File: config.mk
export PLATFORM = sky130hd
export DESIGN_NAME = color_key_mask_bbox_top
export DESIGN_NICKNAME = d
export VERILOG_FILES = /design/src/ckmb_pkg.sv /design/src/ckmb_front.sv /design/src/ckmb_fifo.sv /design/src/ckmb_back.sv /design/src/color_key_mask_bbox_top.sv
export SDC_FILE = /design/constraint.sdc
export NUM_CORES = 1
export LEC_CHECK = 0
export BUFFER_PORTS_ARGS = -buffer_cell sky130_fd_sc_hd__clkbuf_2
export CORE_MARGIN = 1.5
export CORE_UTILIZATION = 54
export DETAILED_ROUTE_END_ITERATION = 10
export PLACE_DENSITY = 0.78
export SKIP_LAST_GASP = 1
export SLEW_MARGIN = 20
export SYNTH_ARGS = -nofsm -noshare
export SYNTH_HDL_FRONTEND = slang
export SYNTH_SLANG_ARGS = --single-unit
File: constraint.sdc
create_clock -name clk_i -period 3.25 [get_ports clk_i]
set_input_delay 0.65 -clock clk_i [delete_from_list [all_inputs] [get_ports clk_i]]
set_output_delay 0.65 -clock clk_i [all_outputs]
set_load 0.03 [all_outputs]
File: src/ckmb_pkg.sv
// Shared types and constants for the color key mask and bounding box block.
`default_nettype none

package ckmb_pkg;

  // Field widths fixed by the register map and stream format
  localparam int unsigned PIX_W     = 32;
  localparam int unsigned FMT_W     = 2;
  localparam int unsigned TOL_W     = 8;
  localparam int unsigned CFG_DIM_W = 13;
  localparam int unsigned BOX_W     = 12;
  localparam int unsigned APB_AW    = 5;
  localparam int unsigned APB_DW    = 32;
  localparam int unsigned REG_IDX_W = 3;
  localparam int unsigned OUT_DW    = 56;

  localparam int unsigned MAX_DIM_DEF = 4096;

  // Pixel formats
  localparam logic [FMT_W-1:0] FMT_RGBA  = 2'd0;
  localparam logic [FMT_W-1:0] FMT_GRAY  = 2'd1;
  localparam logic [FMT_W-1:0] FMT_INDEX = 2'd2;

  // Register indexes (byte address = 4 * index)
  localparam logic [REG_IDX_W-1:0] REG_FORMAT = 3'd0;
  localparam logic [REG_IDX_W-1:0] REG_KEY    = 3'd1;
  localparam logic [REG_IDX_W-1:0] REG_TOL    = 3'd2;
  localparam logic [REG_IDX_W-1:0] REG_WIDTH  = 3'd3;
  localparam logic [REG_IDX_W-1:0] REG_HEIGHT = 3'd4;

  typedef struct packed {
    logic [FMT_W-1:0] fmt;
    logic [PIX_W-1:0] key;
    logic [TOL_W-1:0] tol;
  } match_cfg_t;

  typedef struct packed {
    logic [CFG_DIM_W-1:0] width;
    logic [CFG_DIM_W-1:0] height;
  } frame_dims_t;

  typedef struct packed {
    logic             mask_bit;
    logic             frame_done;
    logic             box_empty;
    logic [BOX_W-1:0] box_left;
    logic [BOX_W-1:0] box_top;
    logic [BOX_W-1:0] box_right;
    logic [BOX_W-1:0] box_bottom;
  } result_t;

endpackage

`default_nettype wire

File: src/ckmb_front.sv
// Front end: takes pixel beats, compares them against the key color, stages the mask bit.
`default_nettype none

module ckmb_front import ckmb_pkg::*; (
  input  wire logic             clk_i,
  input  wire logic             rst_ni,
  input  wire match_cfg_t       cfg_i,
  input  wire logic             pix_valid_i,
  output logic                  pix_ready_o,
  input  wire logic [PIX_W-1:0] pix_data_i,
  output logic                  q_valid_o,
  input  wire logic             q_ready_i,
  output logic                  q_match_o
);

  logic stg_valid_q, stg_valid_d;
  logic stg_match_q, stg_match_d;
  logic pix_match;

  // |p - k| <= t, done in 9 bits so neither side wraps
  function automatic logic chan_ok(logic [7:0] p, logic [7:0] k, logic [7:0] t);
    logic [8:0] p_up;
    logic [8:0] k_up;
    p_up = {1'b0, p} + {1'b0, t};
    k_up = {1'b0, k} + {1'b0, t};
    return (p_up >= {1'b0, k}) && ({1'b0, p} <= k_up);
  endfunction

  always_comb begin
    unique case (cfg_i.fmt)
      FMT_RGBA: begin
        pix_match = chan_ok(pix_data_i[7:0],   cfg_i.key[7:0],   cfg_i.tol) &&
                    chan_ok(pix_data_i[15:8],  cfg_i.key[15:8],  cfg_i.tol) &&
                    chan_ok(pix_data_i[23:16], cfg_i.key[23:16], cfg_i.tol) &&
                    chan_ok(pix_data_i[31:24], cfg_i.key[31:24], cfg_i.tol);
      end
      FMT_GRAY: begin
        pix_match = chan_ok(pix_data_i[7:0],  cfg_i.key[7:0],  cfg_i.tol) &&
                    chan_ok(pix_data_i[15:8], cfg_i.key[15:8], cfg_i.tol);
      end
      FMT_INDEX: begin
        pix_match = chan_ok(pix_data_i[7:0], cfg_i.key[7:0], cfg_i.tol);
      end
      default: begin
        pix_match = 1'b0;
      end
    endcase
  end

  assign pix_ready_o = !stg_valid_q || q_ready_i;
  assign q_valid_o   = stg_valid_q;
  assign q_match_o   = stg_match_q;

  always_comb begin
    stg_valid_d = stg_valid_q;
    stg_match_d = stg_match_q;
    if (pix_ready_o) begin
      stg_valid_d = pix_valid_i;
      stg_match_d = pix_match;
    end
  end

  always_ff @(posedge clk_i or negedge rst_ni) begin
    if (!rst_ni) begin
      stg_valid_q <= 1'b0;
    end else begin
      stg_valid_q <= stg_valid_d;
    end
  end

  always_ff @(posedge clk_i) begin
    stg_match_q <= stg_match_d;
  end

  // a staged beat that the queue refuses must sit unchanged
  a_stage_hold: assert property (@(posedge clk_i) disable iff (!rst_ni)
    stg_valid_q && !q_ready_i |=> stg_valid_q && $stable(stg_match_q))
    else $error("front stage dropped or changed a waiting beat");

endmodule

`default_nettype wire

File: src/ckmb_fifo.sv
// Two-entry queue between the classifier and the frame tracker.
`default_nettype none

module ckmb_fifo #(
  parameter int unsigned WIDTH = 1
) (
  input  wire logic             clk_i,
  input  wire logic             rst_ni,
  input  wire logic             push_valid_i,
  output logic                  push_ready_o,
  input  wire logic [WIDTH-1:0] push_data_i,
  output logic                  pop_valid_o,
  input  wire logic             pop_ready_i,
  output logic [WIDTH-1:0]      pop_data_o
);

  logic [WIDTH-1:0] mem_q [2];
  logic             wr_ptr_q, wr_ptr_d;
  logic             rd_ptr_q, rd_ptr_d;
  logic [1:0]       count_q, count_d;
  logic             push, pop;

  assign push_ready_o = (count_q != 2'd2);
  assign pop_valid_o  = (count_q != 2'd0);
  assign pop_data_o   = mem_q[rd_ptr_q];
  assign push         = push_valid_i && push_ready_o;
  assign pop          = pop_valid_o && pop_ready_i;

  always_comb begin
    wr_ptr_d = push ? !wr_ptr_q : wr_ptr_q;
    rd_ptr_d = pop ? !rd_ptr_q : rd_ptr_q;
    count_d  = count_q + 2'(push) - 2'(pop);
  end

  always_ff @(posedge clk_i or negedge rst_ni) begin
    if (!rst_ni) begin
      wr_ptr_q <= 1'b0;
      rd_ptr_q <= 1'b0;
      count_q  <= 2'd0;
    end else begin
      wr_ptr_q <= wr_ptr_d;
      rd_ptr_q <= rd_ptr_d;
      count_q  <= count_d;
    end
  end

  always_ff @(posedge clk_i) begin
    if (push) begin
      mem_q[wr_ptr_q] <= push_data_i;
    end
  end

  a_count_ptrs: assert property (@(posedge clk_i) disable iff (!rst_ni)
    (count_q <= 2'd2) && ((count_q == 2'd1) == (wr_ptr_q != rd_ptr_q)))
    else $error("queue count and pointers disagree");

endmodule

`default_nettype wire

File: src/ckmb_back.sv
// Back end: raster counters, bounding box tracking and the result register.
`default_nettype none

module ckmb_back import ckmb_pkg::*; #(
  parameter int unsigned MAX_DIM = MAX_DIM_DEF
) (
  input  wire logic        clk_i,
  input  wire logic        rst_ni,
  input  wire frame_dims_t dims_i,
  input  wire logic        q_valid_i,
  output logic             q_ready_o,
  input  wire logic        q_match_i,
  output logic             res_valid_o,
  input  wire logic        res_ready_i,
  output result_t          res_o
);

  localparam int unsigned CW  = (MAX_DIM > 2) ? $clog2(MAX_DIM) : 1;
  localparam int unsigned NW  = $clog2(MAX_DIM + 1);
  localparam int unsigned DW  = (NW > CFG_DIM_W) ? NW : CFG_DIM_W;
  localparam logic [DW-1:0] DIM_MAX = DW'(MAX_DIM);

  logic [CW-1:0] col_q, col_d, row_q, row_d;
  logic [CW-1:0] min_col_q, min_col_d, min_row_q, min_row_d;
  logic [CW-1:0] max_col_q, max_col_d, max_row_q, max_row_d;
  logic          any_q, any_d;
  logic          res_valid_q, res_valid_d;
  result_t       res_q, res_d;
  logic          pop, row_end, done;
  logic [DW-1:0] w_eff, h_eff;

  function automatic logic [DW-1:0] dim_eff(logic [CFG_DIM_W-1:0] d);
    logic [DW-1:0] dx;
    dx = DW'(d);
    if (dx == '0) begin
      return DW'(1);
    end else if (dx > DIM_MAX) begin
      return DIM_MAX;
    end
    return dx;
  endfunction

  assign w_eff   = dim_eff(dims_i.width);
  assign h_eff   = dim_eff(dims_i.height);
  // >= so that counters left past a shrunken frame still close it
  assign row_end = (DW'(col_q) + DW'(1)) >= w_eff;
  assign done    = row_end && ((DW'(row_q) + DW'(1)) >= h_eff);

  assign q_ready_o   = !res_valid_q || res_ready_i;
  assign pop         = q_valid_i && q_ready_o;
  assign res_valid_o = res_valid_q;
  assign res_o       = res_q;

  always_comb begin
    col_d       = col_q;
    row_d       = row_q;
    min_col_d   = min_col_q;
    min_row_d   = min_row_q;
    max_col_d   = max_col_q;
    max_row_d   = max_row_q;
    any_d       = any_q;
    res_d       = res_q;
    res_valid_d = res_valid_q;
    if (res_ready_i) begin
      res_valid_d = 1'b0;
    end
    if (pop) begin
      res_valid_d = 1'b1;
      if (q_match_i) begin
        if (!any_q || col_q < min_col_q) min_col_d = col_q;
        if (!any_q || row_q < min_row_q) min_row_d = row_q;
        if (!any_q || col_q > max_col_q) max_col_d = col_q;
        if (!any_q || row_q > max_row_q) max_row_d = row_q;
        any_d = 1'b1;
      end
      res_d            = '0;
      res_d.mask_bit   = q_match_i;
      res_d.frame_done = done;
      if (done) begin
        if (any_d) begin
          res_d.box_left   = BOX_W'(min_col_d);
          res_d.box_top    = BOX_W'(min_row_d);
          res_d.box_right  = BOX_W'(max_col_d);
          res_d.box_bottom = BOX_W'(max_row_d);
        end else begin
          res_d.box_empty = 1'b1;
        end
        col_d     = '0;
        row_d     = '0;
        min_col_d = '1;
        min_row_d = '1;
        max_col_d = '0;
        max_row_d = '0;
        any_d     = 1'b0;
      end else if (row_end) begin
        col_d = '0;
        row_d = CW'(row_q + CW'(1));
      end else begin
        col_d = CW'(col_q + CW'(1));
      end
    end
  end

  always_ff @(posedge clk_i or negedge rst_ni) begin
    if (!rst_ni) begin
      col_q       <= '0;
      row_q       <= '0;
      min_col_q   <= '1;
      min_row_q   <= '1;
      max_col_q   <= '0;
      max_row_q   <= '0;
      any_q       <= 1'b0;
      res_valid_q <= 1'b0;
    end else begin
      col_q       <= col_d;
      row_q       <= row_d;
      min_col_q   <= min_col_d;
      min_row_q   <= min_row_d;
      max_col_q   <= max_col_d;
      max_row_q   <= max_row_d;
      any_q       <= any_d;
      res_valid_q <= res_valid_d;
    end
  end

  always_ff @(posedge clk_i) begin
    res_q <= res_d;
  end

  a_done_clears: assert property (@(posedge clk_i) disable iff (!rst_ni)
    pop && done |=> (col_q == '0) && (row_q == '0) && !any_q)
    else $error("frame end did not restart the counters");

  a_box_order: assert property (@(posedge clk_i) disable iff (!rst_ni)
    any_q |-> (min_col_q <= max_col_q) && (min_row_q <= max_row_q))
    else $error("bounding box corners crossed");

  a_empty_on_done: assert property (@(posedge clk_i) disable iff (!rst_ni)
    res_valid_q && res_q.box_empty |-> res_q.frame_done)
    else $error("empty box flagged on a beat that is not the frame end");

endmodule

`default_nettype wire

File: src/color_key_mask_bbox_top.sv
// Top level: register port, classifier front end, queue and frame tracker.
//
//  channel   dir  handshake                 payload
//  s_axis    in   s_axis_tvalid/tready      tdata = pixel_value
//  m_axis    out  m_axis_tvalid/tready      tdata = mask_bit, box_empty, box fields; tlast = frame_done
//  apb       in   psel/penable/pwrite       5 registers at byte address 4*index
//
//  One pixel beat per clock sustained while m_axis_tready stays high.
//  The front stage and the two-entry queue let pixels flow while a result waits.
//  A stalled result backs up through the queue; s_axis_tready drops once the front
//  stage and both queue slots hold beats.
//  Reset clears frame counters and box; registers return to format RGBA, key 0,
//  tolerance 0, 1x1 frame.
`default_nettype none

module color_key_mask_bbox_top import ckmb_pkg::*; #(
  parameter int unsigned MAX_DIM = MAX_DIM_DEF
) (
  input  wire logic              clk_i,
  input  wire logic              rst_ni,
  // pixel_value [31:0]
  input  wire logic [PIX_W-1:0]  s_axis_tdata,
  input  wire logic              s_axis_tvalid,
  output logic                   s_axis_tready,
  // mask_bit [0], box_empty [1], box_left [13:2], box_top [25:14],
  // box_right [37:26], box_bottom [49:38], zero [55:50]
  output logic [OUT_DW-1:0]      m_axis_tdata,
  output logic                   m_axis_tlast,
  output logic                   m_axis_tvalid,
  input  wire logic              m_axis_tready,
  input  wire logic              psel,
  input  wire logic              penable,
  input  wire logic              pwrite,
  input  wire logic [APB_AW-1:0] paddr,
  input  wire logic [APB_DW-1:0] pwdata,
  output logic [APB_DW-1:0]      prdata,
  output logic                   pready
);

  logic [FMT_W-1:0]     fmt_q;
  logic [PIX_W-1:0]     key_q;
  logic [TOL_W-1:0]     tol_q;
  logic [CFG_DIM_W-1:0] width_q;
  logic [CFG_DIM_W-1:0] height_q;
  logic [REG_IDX_W-1:0] reg_idx;
  logic                 wr_en;

  match_cfg_t  match_cfg;
  frame_dims_t dims;
  logic        fq_valid, fq_ready, fq_match;
  logic        bq_valid, bq_ready, bq_match;
  result_t     res;

  assign pready  = 1'b1;
  assign reg_idx = paddr[APB_AW-1:2];
  assign wr_en   = psel && penable && pwrite && pready;

  always_ff @(posedge clk_i or negedge rst_ni) begin
    if (!rst_ni) begin
      fmt_q    <= FMT_RGBA;
      key_q    <= '0;
      tol_q    <= '0;
      width_q  <= CFG_DIM_W'(1);
      height_q <= CFG_DIM_W'(1);
    end else if (wr_en) begin
      unique case (reg_idx)
        REG_FORMAT: fmt_q    <= pwdata[FMT_W-1:0];
        REG_KEY:    key_q    <= pwdata[PIX_W-1:0];
        REG_TOL:    tol_q    <= pwdata[TOL_W-1:0];
        REG_WIDTH:  width_q  <= pwdata[CFG_DIM_W-1:0];
        REG_HEIGHT: height_q <= pwdata[CFG_DIM_W-1:0];
        default: ;
      endcase
    end
  end

  always_comb begin
    unique case (reg_idx)
      REG_FORMAT: prdata = APB_DW'(fmt_q);
      REG_KEY:    prdata = APB_DW'(key_q);
      REG_TOL:    prdata = APB_DW'(tol_q);
      REG_WIDTH:  prdata = APB_DW'(width_q);
      REG_HEIGHT: prdata = APB_DW'(height_q);
      default:    prdata = '0;
    endcase
  end

  assign match_cfg = '{fmt: fmt_q, key: key_q, tol: tol_q};
  assign dims      = '{width: width_q, height: height_q};

  ckmb_front u_front (
    .clk_i       (clk_i),
    .rst_ni      (rst_ni),
    .cfg_i       (match_cfg),
    .pix_valid_i (s_axis_tvalid),
    .pix_ready_o (s_axis_tready),
    .pix_data_i  (s_axis_tdata),
    .q_valid_o   (fq_valid),
    .q_ready_i   (fq_ready),
    .q_match_o   (fq_match)
  );

  ckmb_fifo #(
    .WIDTH (1)
  ) u_fifo (
    .clk_i        (clk_i),
    .rst_ni       (rst_ni),
    .push_valid_i (fq_valid),
    .push_ready_o (fq_ready),
    .push_data_i  (fq_match),
    .pop_valid_o  (bq_valid),
    .pop_ready_i  (bq_ready),
    .pop_data_o   (bq_match)
  );

  ckmb_back #(
    .MAX_DIM (MAX_DIM)
  ) u_back (
    .clk_i       (clk_i),
    .rst_ni      (rst_ni),
    .dims_i      (dims),
    .q_valid_i   (bq_valid),
    .q_ready_o   (bq_ready),
    .q_match_i   (bq_match),
    .res_valid_o (m_axis_tvalid),
    .res_ready_i (m_axis_tready),
    .res_o       (res)
  );

  assign m_axis_tlast = res.frame_done;
  assign m_axis_tdata = {6'b0, res.box_bottom, res.box_right, res.box_top,
                         res.box_left, res.box_empty, res.mask_bit};

endmodule

`default_nettype wire

Word level (Yosys, flattened, before mapping). Memories as Yosys holds them, arrays and structs flattened. Cells that the tools add are included.

$add $sub $neg: 14. $lt $le $gt $ge: 16. Equality and inequality tests: 7. Muxes and demuxes: 36. Reductions and logical operators: 37.

Operators by type and width (count): $mux 12 (16); $pmux 32 s5 (1); $mux 13 (6); $add 8x8->9 (8); $ge 9x8->1 (4); $le 8x9->1 (4); $add 12x1->13 const B (2); $ge 13x13->1 (2); $gt 13x13->1 const B (2); $logic_not 13->1 (2); $add 12x1->12 const B (2); $gt 12x12->1 (2); $lt 12x12->1 (2); $reduce_and 2->1 (7); $logic_and 1x1->1 (12); $mux 1 (12); $eq 3x2->1 const B (2); $logic_or 1x1->1 (6); $reduce_bool 2->1 (3); $logic_not 1->1 (5); $eq 3x1->1 const B (1); $eq 3x3->1 const B (1); $logic_not 3->1 (1); $pmux 1 s3 (1); 6 further kinds (6).

Flip-flop bits (word level): 199. Bits in writable memories: 2. Input bits: 76. Output and inout bits: 92. Logic and storage cells: 136. Memories: 1.

Memory list: u_fifo.mem_q (words 2, width 1, read ports 1, clocked after memory_dff 0, wr ports 1, RTL line ckmb_fifo.sv:17) `logic [WIDTH-1:0] mem_q [2];`.

Longest topological paths before layout.
Depth in word-level cells: 8. Gate-level depth with buffers: 17. Mapped depth without buffers: 16.

Cells and area by module. A second synthesis with hierarchy kept.

Cell total of the unflattened synthesis: 1539. Area, all modules: 15185.8 µm².

Modules (own cells, without submodules): ckmb_back (times used 1, cells each 812, area an instance 7903.8 µm²); ckmb_front (times used 1, cells each 472, area an instance 3788.6 µm²); color_key_mask_bbox_top (times used 1, cells each 230, area an instance 3188.1 µm²); ckmb_fifo (times used 1, cells each 25, area an instance 305.3 µm²).

Worst setup path after synthesis. Ideal clock, no wire load.

Path type: input -> register. Start point: input port m_axis_tready. End point: register u_fifo.count_q[1]. Library setup time: 80 ps. Data arrival time: 3691 ps. Required time: 3170 ps. Setup slack: -521 ps. Stages: 10. Path buffers: 2. Cells stage by stage: nand2b_1 > o21ai_1 > inv_1 > buf_2 > buf_1 > ha_1 > inv_1 > ha_1 > xnor2_1 > xnor2_1.

Longest elaborated chain between the ends: 3.

Ends and longest elaborated chain: from (decl) (RTL line color_key_mask_bbox_top.sv:30) `input wire logic m_axis_tready,`; $logic_or 1x1->1 (RTL line ckmb_back.sv:49) `assign q_ready_o = !res_valid_q || res_ready_i;`; $logic_and 1x1->1; via u_back.pop (RTL line ckmb_back.sv:29) `logic pop, row_end, done;`; $sub 2x1->2 (RTL line ckmb_fifo.sv:32) `count_d = count_q + 2'(push) - 2'(pop);`; via u_fifo.count_d[1] (RTL line ckmb_fifo.sv:20) `logic [1:0] count_q, count_d;`; to (signal assigned) (RTL line ckmb_fifo.sv:43) `count_q <= count_d;`; to (decl) (RTL line ckmb_fifo.sv:20).

The timed path passes the listed nets, and every way through them passes these cells. A chain may end at the register's enable or synchronous reset.

Final worst setup path.
Start point: register tol_q[1]. End point: register u_front.stg_match_q (netlist: u_front.q_match_o), data pin.

Longest elaborated chain between the ends: 7. Elaborated cells between the ends (all ways): 24.

Ends and longest elaborated chain: from (decl) (RTL line color_key_mask_bbox_top.sv:42) `logic [TOL_W-1:0] tol_q;`; from (signal assigned) (RTL line color_key_mask_bbox_top.sv:69) `REG_TOL: tol_q <= pwdata[TOL_W-1:0];`; $add 8x8->9, on equally long branches (RTL line ckmb_front.sv:24, ckmb_front.sv:25); $ge 9x8->1 / $le 8x9->1 (equally long branches) (RTL line ckmb_front.sv:26) `return (p_up >= {1'b0, k}) && ({1'b0, p} <= k_up);`; $logic_and 1x1->1 (RTL line ckmb_front.sv:26); $logic_and 1x1->1 (RTL line ckmb_front.sv:32, ckmb_front.sv:38); $logic_and 1x1->1 (RTL line ckmb_front.sv:33) `chan_ok(pix_data_i[15:8], cfg_i.key[15:8], cfg_i.tol) &&`; $logic_and 1x1->1 (RTL line ckmb_front.sv:34) `chan_ok(pix_data_i[23:16], cfg_i.key[23:16], cfg_i.tol) &&`; $pmux 1 s3 (*) (RTL line ckmb_front.sv:30) `unique case (cfg_i.fmt)`; via u_front.pix_match (RTL line ckmb_front.sv:18) `logic pix_match;`; to (signal assigned) (RTL line ckmb_front.sv:72) `stg_match_q <= stg_match_d;`; to (decl) (RTL line ckmb_front.sv:17) `logic stg_match_q, stg_match_d;`.

Mark *: on every way through the listed nets, which the timed path passes. The rest lies on a longest branch.

==> flow_summary_export.csv <==
group,metric,value,unit
outcome,status,"complete, but fails checks",
outcome,violations,"setup timing",
clocking,clk_pin_slew,0.06,ns
grt,grt_antenna_before_repair,1,
placement,place_hpwl,27900,microns
drt,antenna_left,0,
timing,period_needed,3.51,ns
logic_synthesis,muxShareOfSynthArea,0.0604,
grt,track_usage,0.270,
drt,vias,12400,
logic_synthesis,synth_top_family_by_area,"adder cells",
cells_and_area,post-route-util,0.666,
power,switchingPower,5.79,mW
logic_synthesis,synthFlopType,"dfrtp_1",
timing,layout_setup_ws,-0.264,ns
power,p_leak,8.58,nW
critical_path,cp_max_fo,5,
logic_synthesis,synthTopCellsByArea,"dfrtp_1, ha_1, edfxtp_1, dfstp_2, nand2_1",
critical_path,crit_path_cell_trace,"ha_1, a21o_1, a21oi_2, o21bai_1, a21oi_2, o21ai_0, xnor2_1, ha_1, and3_4, a2111o_1, a32oi_1, buf_4, nand4_1, a311oi_2",
floorplanning,pin_count,168,
critical_path,path_buf_inv,1,
power,internal_power,8.25,mW
logic_synthesis,yosysTopAreaCell,"dfrtp_1",
timing,max_freq,285,MHz
floorplanning,dieHeight,167,microns
critical_path,crit_start,"tol_q[1]",
grt,grt_max_degree,71,
cells_and_area,nets,2066,
logic_synthesis,synth-seq-cells,201,
power,powerDensity,803,nW/um^2
logic_synthesis,synth.distinct_cells,68,
floorplanning,initial_core_util,0.554,
logic_synthesis,ys_seq_area_frac,0.366,
placement,portBuffers,158,
logic_synthesis,synth_compound_gate_area_share,0.163,
logic_synthesis,synth-xor-area-share,0.0385,
power,seqPwrFrac,0.282,
critical_path,worst_ep_arrival_time,3.86,ns
timing,grt_setup_unrepaired,"true",
logic_synthesis,synthesis.instances,1529,
critical_path,ff2ff_setup_slack,-0.26,ns
worst_hold_path,hold_class,"input pin to async pin",
clocking,cts_hold_buf,0,
power,ir_drop,0.466,mV
logic_synthesis,syn_avg_cell_area,9.52,sq um
drt,first_pass_iters,5,
floorplanning,core_region_area,26300,sq um
logic_synthesis,synth_common_cells,"ha_1, nand2_1, dfrtp_1, inv_1, nor2_1",
drt,drt_iter0_drc,819,
grt,grt_pass1_vias,12500,
critical_path,timing.rr.start,"tol_q[1]",
critical_path,cp_slowest_stage_delay,0.47,ns
critical_path,cp_data_required_time,3.59,ns
clocking,clk_latency,0.53,ns
timing,slew_violations,0,
cells_and_area,area_growth,20.2,%
timing,tightest_slew,0.732,ns
drt,wl_per_cell,17.7,microns
timing,setup_viol,1,
logic_synthesis,yosysTopAreaCellShare,0.208,
clocking,cts_buffers,23,
timing,clock_skew,0.0181,ns
clocking,cts_root_buf,"clkbuf_16",
placement,gp_congestion,0.929,
drt,drt_wl_total,37800,microns
clocking,htreeDepth,1,
placement,placed_area,16400,sq um
clocking,cts_tree,"built",
logic_synthesis,synthAdderAreaFrac,0.186,
critical_path,r2r_end,"u_front.q_match_o",
cells_and_area,fill_cells,2008,
drt,drcViolationCount,0,
grt,grt_overflow,0,
critical_path,crit_path_end_kind,"flop",
critical_path,crit_slowest_cell,"dfrtp_2",
job,drv_cap,0,
critical_path,path_depth,14,
floorplanning,fp-row-count,59,
logic_synthesis,yosysMostFrequentCell,"ha_1",
cells_and_area,design_area,17500,sq um
drt,vias_per_cell,5.82,
logic_synthesis,synth_edf_count,54,
logic_synthesis,async_reset_ff_frac,0.731,
critical_path,cp-endpoint,"u_front.q_match_o",
timing,fin_crit_sh,1.08,
clocking,clk_path_buf_depth,3,
power,power_switching_share,0.413,
clocking,cts_sinks,201,
floorplanning,die-area,28000,sq um
power,clock_power_share,0.199,
cells_and_area,drive_above_1_share,0.246,
timing,hold_viol,0,
logic_synthesis,synth-simple-area-share,0.129,
critical_path,rr_worst_depth,14,
critical_path,critical_path_class,"flop to flop",
timing,max_slew_margin,0.512,
power,comb_power_share,0.519,
critical_path,crit_family,"compound AO/OA/AOI/OAI gates",
critical_path,startpoint_type,"flop",
timing,tns,-0.264,ns
grt,grt_pass1_wl,61500,microns
logic_synthesis,syn_area,14600,sq um
logic_synthesis,ys_warn_count,0,
floorplanning,dieWidth,167,microns
## area by class of cell
type / count / area, sq um / share of cell area
Clock buffer: 29 / 628 / 0.0359
Multi-Input combinational cell: 1140 / 8610 / 0.492
Tap cell: 335 / 419 / 0.0240
Timing Repair Buffer: 289 / 1850 / 0.106
Inverter: 123 / 465 / 0.0266
Clock inverter: 13 / 188 / 0.0107
Sequential cell: 201 / 5340 / 0.305
Antenna cell: 1 / 2.50 / 0.000143
## per-layer routing
| layer | track usage | vias to the layer above | share of wire |
|---|---|---|---|
| met5 | 0 | - | 0 |
| met1 | 0.327 | 5918 | 0.41 |
| met4 | 0.111 | 0 | 0.044 |
| li1 | - | 5939 | - |
| met2 | 0.477 | 426 | 0.49 |
| met3 | 0.0447 | 118 | 0.063 |
## cell families (layout without fill, tap and decap cells)
family / after synthesis / in the layout
other: 2 / 8
flip-flops: 201 / 201
AND/OR/NAND/NOR: 402 / 403
AO/OA/AOI/OAI: 371 / 371
adder cells (fa/ha/maj): 212 / 212
XOR/XNOR: 64 / 64
multiplexers: 83 / 83
buffers and inverters: 194 / 454
## cells in the final DEF, fill, tap and decap left out, types with 24 or more instances in the layout
cell type  synthesis  layout
a21oi_1           94      88
a22o_1            24      24
buf_4              7     126
clkbuf_16          0      24
clkbuf_2           0     157
dfrtp_1          121     119
dfstp_2           26      26
edfxtp_1          54      54
ha_1             204     200
inv_1            121     119
mux2_2            39      39
mux2i_1           44      44
nand2_1          134     134
nand3_1           24      24
nor2_1           112     112
o21ai_0           98      93
xnor2_1           43      41
## worst min path at each step
| stage | endpoint | depth (start not counted) |
|---|---|---|
| finish | key_q[11] | 1 |
| global placement | u_fifo.wr_ptr_q | 1 |
| detailed placement | u_back.max_row_q[11] | 1 |
| CTS | height_q[6] | 1 |
| global route | key_q[11] | 1 |
| floorplan | fmt_q[0] | 0 |
## through the flow
| stage | instances | worst slack (ns) | power (mW) | hold WS (ns) |
|---|---|---|---|---|
| finish | 2131 | -0.264 | 14.0 | 0.170 |
| global route | 2131 | -0.400 | 15.0 | 0.222 |
| CTS | 2127 | -0.173 | 13.9 | 0.169 |
| detailed placement | 2073 | -0.435 | 10.9 | 0.481 |
| global placement | 2073 | -0.363 | 10.6 | 0.475 |
| floorplan | 1534 | 0.00293 | 8.92 | 0.354 |
## power groups by stage
stage               Sequential, mW  Clock, mW  Combinational, mW
finish                        3.95       2.80               7.29
global route                  4.02       2.92               8.07
CTS                           3.94       2.82               7.14
detailed placement            3.97          0               6.90
global placement              3.95          0               6.61
floorplan                     4.29          0               4.63
## flip-flops by register name, indices dropped and copies added, names as in the netlist, 8 cells and up
register,cells
u_back.min_col_q,12
width_q,13
u_back.res_o,51
height_q,13
tol_q,8
u_back.col_q,12
u_back.min_row_q,12
u_back.max_row_q,12
u_back.max_col_q,12
u_back.row_q,12
key_q,32
## timing repair
action | CTS | global route
setup buffers | 12 | 1
setup endpoints to repair | 1 | 86
gates cloned | 0 | 2
pin swaps | 13 | 12
gates resized for setup | 17 | 23
Power figures use the tool's default switching activity.
